--- src/rtl/idtt_pkg.sv ---
// ---------------------------------------------------------------------------
// idtt_pkg: shared definitions for the interrupt domain translation table
// Field widths, opcodes, status codes and the compare flag bundle.
// ---------------------------------------------------------------------------
`timescale 1ns / 1ps
`default_nettype none
package idtt_pkg;

  localparam int DEF_MAX_DOMAINS = 16;
  localparam int DEF_MAX_VIRQS   = 1024;

  localparam int OP_W   = 2;
  localparam int CHIP_W = 8;
  localparam int NODE_W = 32;
  localparam int HW_W   = 32;
  localparam int VBIN_W = 11;
  localparam int CNT_W  = 11;
  localparam int ST_W   = 3;
  localparam int VIRQ_W = 10;

  localparam logic [OP_W-1:0] OP_ADD      = 2'd0;
  localparam logic [OP_W-1:0] OP_MAP_CHIP = 2'd1;
  localparam logic [OP_W-1:0] OP_MAP_NODE = 2'd2;
  localparam logic [OP_W-1:0] OP_BIND     = 2'd3;

  localparam logic [ST_W-1:0] ST_OK       = 3'd0;
  localparam logic [ST_W-1:0] ST_INVALID  = 3'd1;
  localparam logic [ST_W-1:0] ST_NOSPACE  = 3'd2;
  localparam logic [ST_W-1:0] ST_RANGE    = 3'd3;
  localparam logic [ST_W-1:0] ST_EXISTS   = 3'd4;
  localparam logic [ST_W-1:0] ST_NOTFOUND = 3'd5;

  typedef struct packed {
    logic overlap;    // virtual ranges intersect
    logic identical;  // all five fields equal
    logic same_hw;    // chip, hw base and size equal
    logic chip_eq;
    logic node_eq;
    logic node_zero;  // entry holds no node
    logic hw_hit;     // hw number inside entry hw range
  } match_flags_t;

endpackage
`default_nettype wire

--- src/rtl/idtt_entry_ram.sv ---
// ---------------------------------------------------------------------------
// idtt_entry_ram: domain entry store
// One write port, one read port with registered read data.
// ---------------------------------------------------------------------------
`timescale 1ns / 1ps
`default_nettype none
module idtt_entry_ram #(
  parameter int DEPTH = 16,
  parameter int AW    = 4,
  parameter int W     = 8
) (
  input  wire logic          clk,
  input  wire logic          we,
  input  wire logic [AW-1:0] waddr,
  input  wire logic [W-1:0]  wdata,
  input  wire logic [AW-1:0] raddr,
  output logic      [W-1:0]  rdata
);

  logic [W-1:0] mem [DEPTH];

  always_ff @(posedge clk) begin
    if (we) begin
      mem[waddr] <= wdata;
    end
    rdata <= mem[raddr];
  end

endmodule
`default_nettype wire

--- src/rtl/idtt_match.sv ---
// ---------------------------------------------------------------------------
// idtt_match: shared entry compare unit
// Compares one stored entry against the request held by the sequencer.
// ---------------------------------------------------------------------------
`timescale 1ns / 1ps
`default_nettype none
module idtt_match #(
  parameter int VW = 10,
  parameter int CW = 12
) (
  input  wire logic [idtt_pkg::CHIP_W-1:0] e_chip,
  input  wire logic [idtt_pkg::NODE_W-1:0] e_node,
  input  wire logic [idtt_pkg::HW_W-1:0]   e_hw,
  input  wire logic [VW-1:0]               e_vb,
  input  wire logic [idtt_pkg::CNT_W-1:0]  e_size,
  input  wire logic [idtt_pkg::CHIP_W-1:0] q_chip,
  input  wire logic [idtt_pkg::NODE_W-1:0] q_node,
  input  wire logic [idtt_pkg::HW_W-1:0]   q_hw,
  input  wire logic [CW-1:0]               q_base,
  input  wire logic [idtt_pkg::CNT_W-1:0]  q_size,
  output idtt_pkg::match_flags_t           flags,
  output logic [CW-1:0]                    e_end,
  output logic [idtt_pkg::VIRQ_W-1:0]      e_virq,
  output logic [idtt_pkg::VIRQ_W-1:0]      map_virq
);
  import idtt_pkg::*;

  logic [CW-1:0]   vb_ext;
  logic [CW-1:0]   q_end;
  logic [HW_W:0]   hw_end;
  logic [HW_W-1:0] hw_diff;
  logic [CW-1:0]   map_sum;

  assign vb_ext  = CW'(e_vb);
  assign e_end   = vb_ext + CW'(e_size);
  assign q_end   = q_base + CW'(q_size);
  assign hw_end  = {1'b0, e_hw} + (HW_W + 1)'(e_size);
  assign hw_diff = q_hw - e_hw;
  // offset is below the entry size whenever it is used
  assign map_sum = vb_ext + CW'(hw_diff[CNT_W-1:0]);

  assign e_virq   = vb_ext[VIRQ_W-1:0];
  assign map_virq = map_sum[VIRQ_W-1:0];

  always_comb begin
    flags.overlap   = (vb_ext < q_end) && (q_base < e_end);
    flags.chip_eq   = (e_chip == q_chip);
    flags.node_eq   = (e_node == q_node);
    flags.node_zero = (e_node == '0);
    flags.same_hw   = flags.chip_eq && (e_hw == q_hw) && (e_size == q_size);
    flags.identical = flags.same_hw && flags.node_eq && (vb_ext == q_base);
    flags.hw_hit    = (q_hw >= e_hw) && ({1'b0, q_hw} < hw_end);
  end

endmodule
`default_nettype wire

--- src/rtl/irq_domain_translation_table.sv ---
// ---------------------------------------------------------------------------
// irq_domain_translation_table: linear interrupt domain remap table
// Adds domains, translates hardware numbers and binds firmware nodes.
// ---------------------------------------------------------------------------
// Usage: raise start with the request fields while busy is low; the
// transaction is taken at that edge; if valid, busy rises the next cycle. The
// block works on one request at a time. Every request gives one result:
// out_valid is high for exactly one cycle with out_status and out_virq,
// and the receiver must take it then, it cannot stall the block.
// Operation: the entries live in a memory with one read port, and a shared
// compare unit checks one entry per cycle. A request rejected on its
// fields has its result registered at the accepting edge itself. Map
// scans the live domains once, bind makes two passes over them, and add
// with a given base checks the range, then scans once. Add with automatic
// base runs a first-fit search that restarts the scan after every
// collision, each entry colliding at most once.
// A new request may be started in the cycle of the result strobe.
// Reset empties the table (domain count to zero); the entry memory is not
// cleared, as entries at or beyond the count are never used.
// ---------------------------------------------------------------------------
`timescale 1ns / 1ps
`default_nettype none
module irq_domain_translation_table #(
  parameter int MAX_DOMAINS = idtt_pkg::DEF_MAX_DOMAINS,
  parameter int MAX_VIRQS   = idtt_pkg::DEF_MAX_VIRQS
) (
  input  wire logic                        clk,
  input  wire logic                        rst_n,
  input  wire logic                        start,
  output logic                             busy,
  input  wire logic [idtt_pkg::OP_W-1:0]   in_opcode,
  input  wire logic [idtt_pkg::CHIP_W-1:0] in_chip_id,
  input  wire logic [idtt_pkg::NODE_W-1:0] in_fwnode,
  input  wire logic [idtt_pkg::HW_W-1:0]   in_hw_number,
  input  wire logic [idtt_pkg::VBIN_W-1:0] in_vbase,
  input  wire logic                        in_auto_virq,
  input  wire logic [idtt_pkg::CNT_W-1:0]  in_count,
  output logic                             out_valid,
  output logic [idtt_pkg::ST_W-1:0]        out_status,
  output logic [idtt_pkg::VIRQ_W-1:0]      out_virq
);
  import idtt_pkg::*;

  localparam int KW = $clog2(MAX_DOMAINS + 1);
  localparam int AW = (MAX_DOMAINS > 1) ? $clog2(MAX_DOMAINS) : 1;
  localparam int VW = (MAX_VIRQS > 1) ? $clog2(MAX_VIRQS) : 1;
  localparam int CW = ((VW > CNT_W) ? VW : CNT_W) + 1;
  localparam int EW = CHIP_W + NODE_W + HW_W + VW + CNT_W;
  localparam logic [CW-1:0] MAXV = CW'(MAX_VIRQS);
  localparam logic [KW-1:0] MAXD = KW'(MAX_DOMAINS);

  typedef enum logic [4:0] {
    S_IDLE  = 5'b00001,
    S_FIT   = 5'b00010,
    S_CHECK = 5'b00100,
    S_SCAN  = 5'b01000,
    S_SCAN2 = 5'b10000
  } state_t;

  state_t state_r, state_nxt;
  logic [OP_W-1:0]   op_r, op_nxt;
  logic [CHIP_W-1:0] chip_r, chip_nxt;
  logic [NODE_W-1:0] node_r, node_nxt;
  logic [HW_W-1:0]   hw_r, hw_nxt;
  logic [CW-1:0]     base_r, base_nxt;
  logic [CNT_W-1:0]  n_r, n_nxt;
  logic [KW-1:0]     k_r, k_nxt;
  logic [KW-1:0]     count_r, count_nxt;
  logic              out_valid_r, out_valid_nxt;
  logic [ST_W-1:0]   out_status_r, out_status_nxt;
  logic [VIRQ_W-1:0] out_virq_r, out_virq_nxt;

  logic              we;
  logic [AW-1:0]     waddr;
  logic [EW-1:0]     wdata;
  logic [EW-1:0]     rdata;

  logic [CHIP_W-1:0] e_chip;
  logic [NODE_W-1:0] e_node;
  logic [HW_W-1:0]   e_hw;
  logic [VW-1:0]     e_vb;
  logic [CNT_W-1:0]  e_size;
  match_flags_t      flags;
  logic [CW-1:0]     e_end;
  logic [VIRQ_W-1:0] e_virq;
  logic [VIRQ_W-1:0] map_virq;

  logic              at_end;
  logic [CW-1:0]     limit;
  logic              fin;
  logic [ST_W-1:0]   fin_st;
  logic [VIRQ_W-1:0] fin_virq;

  assign {e_chip, e_node, e_hw, e_vb, e_size} = rdata;

  idtt_entry_ram #(
    .DEPTH (MAX_DOMAINS),
    .AW    (AW),
    .W     (EW)
  ) u_ram (
    .clk   (clk),
    .we    (we),
    .waddr (waddr),
    .wdata (wdata),
    .raddr (k_nxt[AW-1:0]),
    .rdata (rdata)
  );

  idtt_match #(
    .VW (VW),
    .CW (CW)
  ) u_match (
    .e_chip   (e_chip),
    .e_node   (e_node),
    .e_hw     (e_hw),
    .e_vb     (e_vb),
    .e_size   (e_size),
    .q_chip   (chip_r),
    .q_node   (node_r),
    .q_hw     (hw_r),
    .q_base   (base_r),
    .q_size   (n_r),
    .flags    (flags),
    .e_end    (e_end),
    .e_virq   (e_virq),
    .map_virq (map_virq)
  );

  assign at_end = (k_r == count_r);
  assign limit  = MAXV - CW'(n_r);

  always_comb begin
    state_nxt = state_r;
    op_nxt    = op_r;
    chip_nxt  = chip_r;
    node_nxt  = node_r;
    hw_nxt    = hw_r;
    base_nxt  = base_r;
    n_nxt     = n_r;
    k_nxt     = k_r;
    count_nxt = count_r;
    fin       = 1'b0;
    fin_st    = ST_OK;
    fin_virq  = '0;
    we        = 1'b0;
    waddr     = k_r[AW-1:0];
    wdata     = {e_chip, node_r, e_hw, e_vb, e_size};

    case (state_r)
      S_IDLE: begin
        k_nxt = '0;
        if (start) begin
          op_nxt   = in_opcode;
          chip_nxt = in_chip_id;
          node_nxt = in_fwnode;
          hw_nxt   = in_hw_number;
          n_nxt    = in_count;
          base_nxt = CW'(in_vbase);
          case (in_opcode)
            OP_ADD: begin
              if (in_chip_id == '0 || in_count == '0) begin
                fin    = 1'b1;
                fin_st = ST_INVALID;
              end else if (in_auto_virq) begin
                if (CW'(in_count) > MAXV) begin
                  fin    = 1'b1;
                  fin_st = ST_INVALID;
                end else begin
                  base_nxt  = '0;
                  state_nxt = S_FIT;
                end
              end else begin
                state_nxt = S_CHECK;
              end
            end
            OP_MAP_CHIP: begin
              if (in_chip_id == '0) begin
                fin    = 1'b1;
                fin_st = ST_INVALID;
              end else begin
                state_nxt = S_SCAN;
              end
            end
            OP_MAP_NODE: begin
              if (in_fwnode == '0) begin
                fin    = 1'b1;
                fin_st = ST_INVALID;
              end else begin
                state_nxt = S_SCAN;
              end
            end
            default: begin
              if (in_chip_id == '0 || in_count == '0 || in_fwnode == '0) begin
                fin    = 1'b1;
                fin_st = ST_INVALID;
              end else begin
                state_nxt = S_SCAN;
              end
            end
          endcase
        end
      end

      S_FIT: begin
        // candidate is tested against the limit at the start of each scan
        if (k_r == '0 && base_r > limit) begin
          fin    = 1'b1;
          fin_st = ST_NOSPACE;
        end else if (at_end) begin
          k_nxt     = '0;
          state_nxt = S_CHECK;
        end else if (flags.overlap) begin
          base_nxt = (e_end > base_r) ? e_end : base_r + CW'(1);
          k_nxt    = '0;
        end else begin
          k_nxt = k_r + KW'(1);
        end
      end

      S_CHECK: begin
        k_nxt = '0;
        if (base_r >= MAXV || (base_r + CW'(n_r)) > MAXV) begin
          fin    = 1'b1;
          fin_st = ST_RANGE;
        end else begin
          state_nxt = S_SCAN;
        end
      end

      S_SCAN: begin
        k_nxt = k_r + KW'(1);
        case (op_r)
          OP_ADD: begin
            if (at_end) begin
              fin = 1'b1;
              if (count_r >= MAXD) begin
                fin_st = ST_NOSPACE;
              end else begin
                we        = 1'b1;
                waddr     = count_r[AW-1:0];
                wdata     = {chip_r, node_r, hw_r, base_r[VW-1:0], n_r};
                count_nxt = count_r + KW'(1);
                fin_virq  = base_r[VIRQ_W-1:0];
              end
            end else if (flags.identical) begin
              fin      = 1'b1;
              fin_virq = e_virq;
            end else if (flags.overlap || (node_r != '0 && flags.node_eq)) begin
              fin    = 1'b1;
              fin_st = ST_EXISTS;
            end
          end
          OP_MAP_CHIP, OP_MAP_NODE: begin
            if (at_end) begin
              fin    = 1'b1;
              fin_st = ST_NOTFOUND;
            end else if (flags.hw_hit && ((op_r == OP_MAP_CHIP) ? flags.chip_eq
                         : (flags.node_eq && !flags.node_zero))) begin
              fin      = 1'b1;
              fin_virq = map_virq;
            end
          end
          default: begin
            // bind, first pass: node held by a different domain
            if (at_end) begin
              k_nxt     = '0;
              state_nxt = S_SCAN2;
            end else if (flags.node_eq && !flags.same_hw) begin
              fin    = 1'b1;
              fin_st = ST_EXISTS;
            end
          end
        endcase
      end

      S_SCAN2: begin
        k_nxt = k_r + KW'(1);
        if (at_end) begin
          fin    = 1'b1;
          fin_st = ST_NOTFOUND;
        end else if (flags.same_hw) begin
          fin = 1'b1;
          if (flags.node_zero || flags.node_eq) begin
            we = 1'b1;
          end else begin
            fin_st = ST_EXISTS;
          end
        end
      end

      default: begin
        state_nxt = S_IDLE;
      end
    endcase

    if (fin) begin
      state_nxt = S_IDLE;
      k_nxt     = '0;
    end
    out_valid_nxt  = fin;
    out_status_nxt = fin_st;
    out_virq_nxt   = (fin_st == ST_OK) ? fin_virq : '0;
  end

  always_ff @(posedge clk) begin
    if (!rst_n) begin
      state_r     <= S_IDLE;
      k_r         <= '0;
      count_r     <= '0;
      out_valid_r <= 1'b0;
    end else begin
      state_r     <= state_nxt;
      k_r         <= k_nxt;
      count_r     <= count_nxt;
      out_valid_r <= out_valid_nxt;
    end
    op_r         <= op_nxt;
    chip_r       <= chip_nxt;
    node_r       <= node_nxt;
    hw_r         <= hw_nxt;
    base_r       <= base_nxt;
    n_r          <= n_nxt;
    out_status_r <= out_status_nxt;
    out_virq_r   <= out_virq_nxt;
  end

  assign busy       = (state_r != S_IDLE);
  assign out_valid  = out_valid_r;
  assign out_status = out_status_r;
  assign out_virq   = out_virq_r;

`ifndef SYNTHESIS
  a_count_bound: assert property (@(posedge clk) disable iff (!rst_n)
    count_r <= MAXD) else $error("domain count beyond table depth");

  a_strobe_idle: assert property (@(posedge clk) disable iff (!rst_n)
    out_valid |-> !busy) else $error("result strobe while busy");

  a_err_zero: assert property (@(posedge clk) disable iff (!rst_n)
    (out_valid && out_status != ST_OK) |-> out_virq == '0)
    else $error("nonzero virq on error status");

  a_start_progress: assert property (@(posedge clk) disable iff (!rst_n)
    (start && !busy) |=> (busy || out_valid))
    else $error("accepted transaction neither started nor answered");
`endif

endmodule
`default_nettype wire
--- config.mk ---
export PLATFORM = sky130hd
export DESIGN_NAME = irq_domain_translation_table
export DESIGN_NICKNAME = d
export VERILOG_FILES = /design/src/rtl/idtt_pkg.sv /design/src/rtl/idtt_entry_ram.sv /design/src/rtl/idtt_match.sv /design/src/rtl/irq_domain_translation_table.sv
export SDC_FILE = /design/constraint.sdc
export NUM_CORES = 2
export LEC_CHECK = 0
export BUFFER_PORTS_ARGS = -buffer_cell sky130_fd_sc_hd__buf_2
export CORE_UTILIZATION = 52
export CTS_CLUSTER_SIZE = 12
export DETAILED_ROUTE_END_ITERATION = 10
export PLACE_DENSITY_LB_ADDON = 0.2
export SLEW_MARGIN = 0
export SYNTH_ARGS = -nofsm -noshare
export SYNTH_HDL_FRONTEND = slang
export SYNTH_SLANG_ARGS = --single-unit
--- constraint.sdc ---
create_clock -name clk -period 14.75 [get_ports clk]
set_clock_uncertainty 0.15 [all_clocks]
set_input_delay 0.7375 -clock clk [delete_from_list [all_inputs] [get_ports clk]]
set_output_delay 0.7375 -clock clk [all_outputs]
set_load 0.05 [all_outputs]
==> impl_metrics.yaml <==
clock_network:
  clock-sinks: 1707
  ctsResizeCount: 0
  clock_latency_ns: 0.82
  cts_max_path_buffers: 3
  hold_buffers: 76
  cts_tree: "built"
  post-cts-setup-buffers: 0
  htree_levels: 4
  path_clk_slew_ns: 0.06
  cts_made_buffers: 174
  clockRootBuffer: "clkbuf_16"
floorplan:
  initial_core_util_pct: 52.6
  coreArea_um2: 138000
  dieArea_um2: 141000
  num_io_pins: 115
  die_h_um: 375
  die_w_um: 375
  rows: 136
global_routing:
  grt_overflow: 0
  grt_pass1_wl_mm: 305
  grt_start_max_net_pins: 162
  antenna_found_initial: 6
  grt_pass1_vias: 45400
  track_usage_pct: 29.3
logic_synthesis:
  synth_edf_count: 1585
  synth_seq_cells: 1707
  synth_area_per_cell_um2: 13.8
  synthCells: 5239
  synth_area_um2: 72500
  synth-async-reset-ratio_pct: 0
  seq_area_frac_synth_pct: 69.0
  yosysTopAreaCell: "edfxtp_1"
  syn_nets: 5497
  yosysUniqueCellTypes: 84
  ys_warn_count: 0
  ys_top_cells_by_area: "edfxtp_1 66%, dfxtp_1 3.4%, ha_1 2.5%"
  ys.flop_type: "edfxtp_1"
  yosysTopAreaCellShare_pct: 65.7
worst_setup_path:
  start_kind: "register"
  crit_required_ns: 15.23
  cp.arrival_ns: 8.61
  critPathKind: "reg2reg"
  cp-end-kind: "register"
  ff2ff_setup_slack_ns: 6.63
  worst-path-max-fanout: 59
detailed_routing:
  viasPerCell: 6.43
  drt-initial-drc-count: 6102
  ant_nets: 0
  avgRoutedWirePerCell_um: 28.3
  vias: 47100
  routed_wl_mm: 208
  drc: 0
  drt-pass1-iter-count: 5
flow_run:
  maxCapViolations: 0
power_and_ir_drop:
  pwr-share-comb_pct: 19.3
  powerDensity_nw_per_um2: 157
  power.internal_mw: 8.89
  p_leak_nw: 27.6
  ir_drop_mv: 0.127
  p_seq_share_pct: 47.6
  p_switching_mw: 3.85
  sw_frac_of_total_pct: 30.2
  clock_power_share_pct: 33.1
layout:
  area_delta_synth_final_pct: 12.0
  area.sequential_um2: 50000
  antenna_cells: 0
  nFillCells: 10700
  nets: 5644
  final_cells: 7329
  multi_input_area_um2: 20000
  drive_gt1_share_pct: 9.86
sta:
  setup_slack_ns: 6.63
  rsz0062_at_grt: "no"
  setup_viol: 0
  fin_crit_sh_pct: 55.1
  period_needed_ns: 8.12
  maxSlewViolCount: 0
  relSlewSlack_pct: 12.5
  fmax_mhz: 123
  setup_tns_ns: 0
  hold_viol: 0
  tightestPinTransition_ns: 1.30
place:
  place_ws_ns: 6.66
  dp.cells: 6928
  place_congestion: 0.900
  hpwl_mm: 105
  io_buffers: 114
run_status:
  status: "completed"
worst_hold_path:
  hp-class: "in2reg"
[per-stage QoR]
step / util [%] / power [mW] / hold WS, ns / area (µm²)
CTS: 58.9 / 12.7 / 0.0104 / 81200
finish: 58.9 / 12.7 / 0.0630 / 81200
floorplan: - / 7.62 / 0.334 / 72500
detailed placement: 54.4 / 8.55 / 0.369 / 75000
global placement: 54.4 / 8.50 / 0.353 / 75000
global route: 58.9 / 13.2 / 0.0378 / 81200
[logic make-up (layout without fill, tap and decap cells)]
family | count (synthesis) | after routing | share of synthesized area, %
adder cells (fa/ha/maj) | 158 | 158 | 2.85
multiplexers | 210 | 210 | 3.10
AO/OA/AOI/OAI | 1143 | 1143 | 11.5
AND/OR/NAND/NOR | 1251 | 1251 | 8.23
buffers and inverters | 632 | 928 | 3.63
flip-flops | 1707 | 1707 | 69.0
XOR/XNOR | 138 | 138 | 1.67
[critical path, cell delays in order (launching register included)]
cell      delay, ns
dfxtp_1        0.47
ha_1           0.28
a21o_1         0.18
a21oi_1        0.24
o21bai_1       0.09
a21oi_1        0.23
o21bai_1       0.09
a21oi_1        0.21
nor2b_1        0.07
o21ai_0        0.45
a211oi_2       0.33
nand2_1        0.16
xnor2_1        0.07
ha_1           0.27
nand2_1        0.08
nor4_1         0.29
o211ai_1       0.19
a211oi_1       0.30
o31a_1         0.35
a211oi_1       0.15
nand3_1        0.38
o211a_4        0.74
buf_4          0.83
buf_4          0.61
mux2_1         0.37
o221ai_1       0.20
a32oi_1        0.09
[placed cells by master, fill, tap and decap left out, types with 95 or more instances in the layout]
| cell | n |
|---|---|
| nand3_1 | 219 |
| o21bai_1 | 109 |
| o31a_1 | 95 |
| inv_1 | 294 |
| nor3_1 | 114 |
| ha_1 | 146 |
| nor2_1 | 168 |
| mux2i_1 | 96 |
| o2111ai_1 | 95 |
| buf_2 | 114 |
| a211oi_1 | 104 |
| edfxtp_1 | 1585 |
| buf_4 | 111 |
| nand2_1 | 467 |
| a31oi_1 | 189 |
| nand3b_1 | 97 |
| dfxtp_1 | 122 |
| clkbuf_16 | 178 |
| o21ai_0 | 135 |
[cell usage after synthesis, drive strengths merged, types with 96 or more instances]
library cell     n
ha             146
a31oi          189
nand3          221
a211oi         108
edfxtp        1585
mux2i           96
nand2          469
o21bai         109
o21ai          177
nor2           182
nor3           120
dfxtp          122
nand3b          97
inv            294
buf            172
clkbuf         166
mux2           114
[registers in the layout, summed over array words and instances, names as in the netlist, 8 cells and up]
signal       flops
u_ram.rdata     93
u_ram.mem     1488
node_r          32
hw_r            32
chip_r           8
base_r          12
n_r             11
out_virq        10
[cell type report]
cell class                      instances  area share [%]
Inverter                              294            1.36
Tap cell                             1794            2.77
Clock inverter                         38           0.499
Multi-Input combinational cell       2900            24.7
Timing Repair Buffer                  309            2.86
Clock buffer                          287            6.20
Sequential cell                      1707            61.6
[power groups by stage]
stage	sequential, mW	clock, mW	combinational (mW)
after global routing	6.08	4.44	2.68
after floorplan	5.99	0	1.63
after global placement	6.15	0	2.35
final	6.06	4.22	2.46
after CTS	6.05	4.25	2.43
after detailed placement	6.15	0	2.40
[path summary, 6_finish.rpt]
| kind | cells after the start | startpoint | to |
|---|---|---|---|
| worst max-delay path | 26 | u_ram.rdata[1] | u_ram.rdata[32] |
| worst min-delay path | 1 | in_opcode[0] | op_r[0] |
| worst max register to register | 26 | u_ram.rdata[1] | u_ram.rdata[32] |
| worst min register to register | 2 | k_r[4] | k_r[4] |
[per-layer routing]
metal / global-route usage (%) / wire length (µm)
met1: 42.7 / 87200
met2: 45.3 / 94500
met4: 9.02 / 5670
met3: 4.66 / 20200
met5: 0 / 0
No activity file was read; power rests on OpenSTA's default activity.
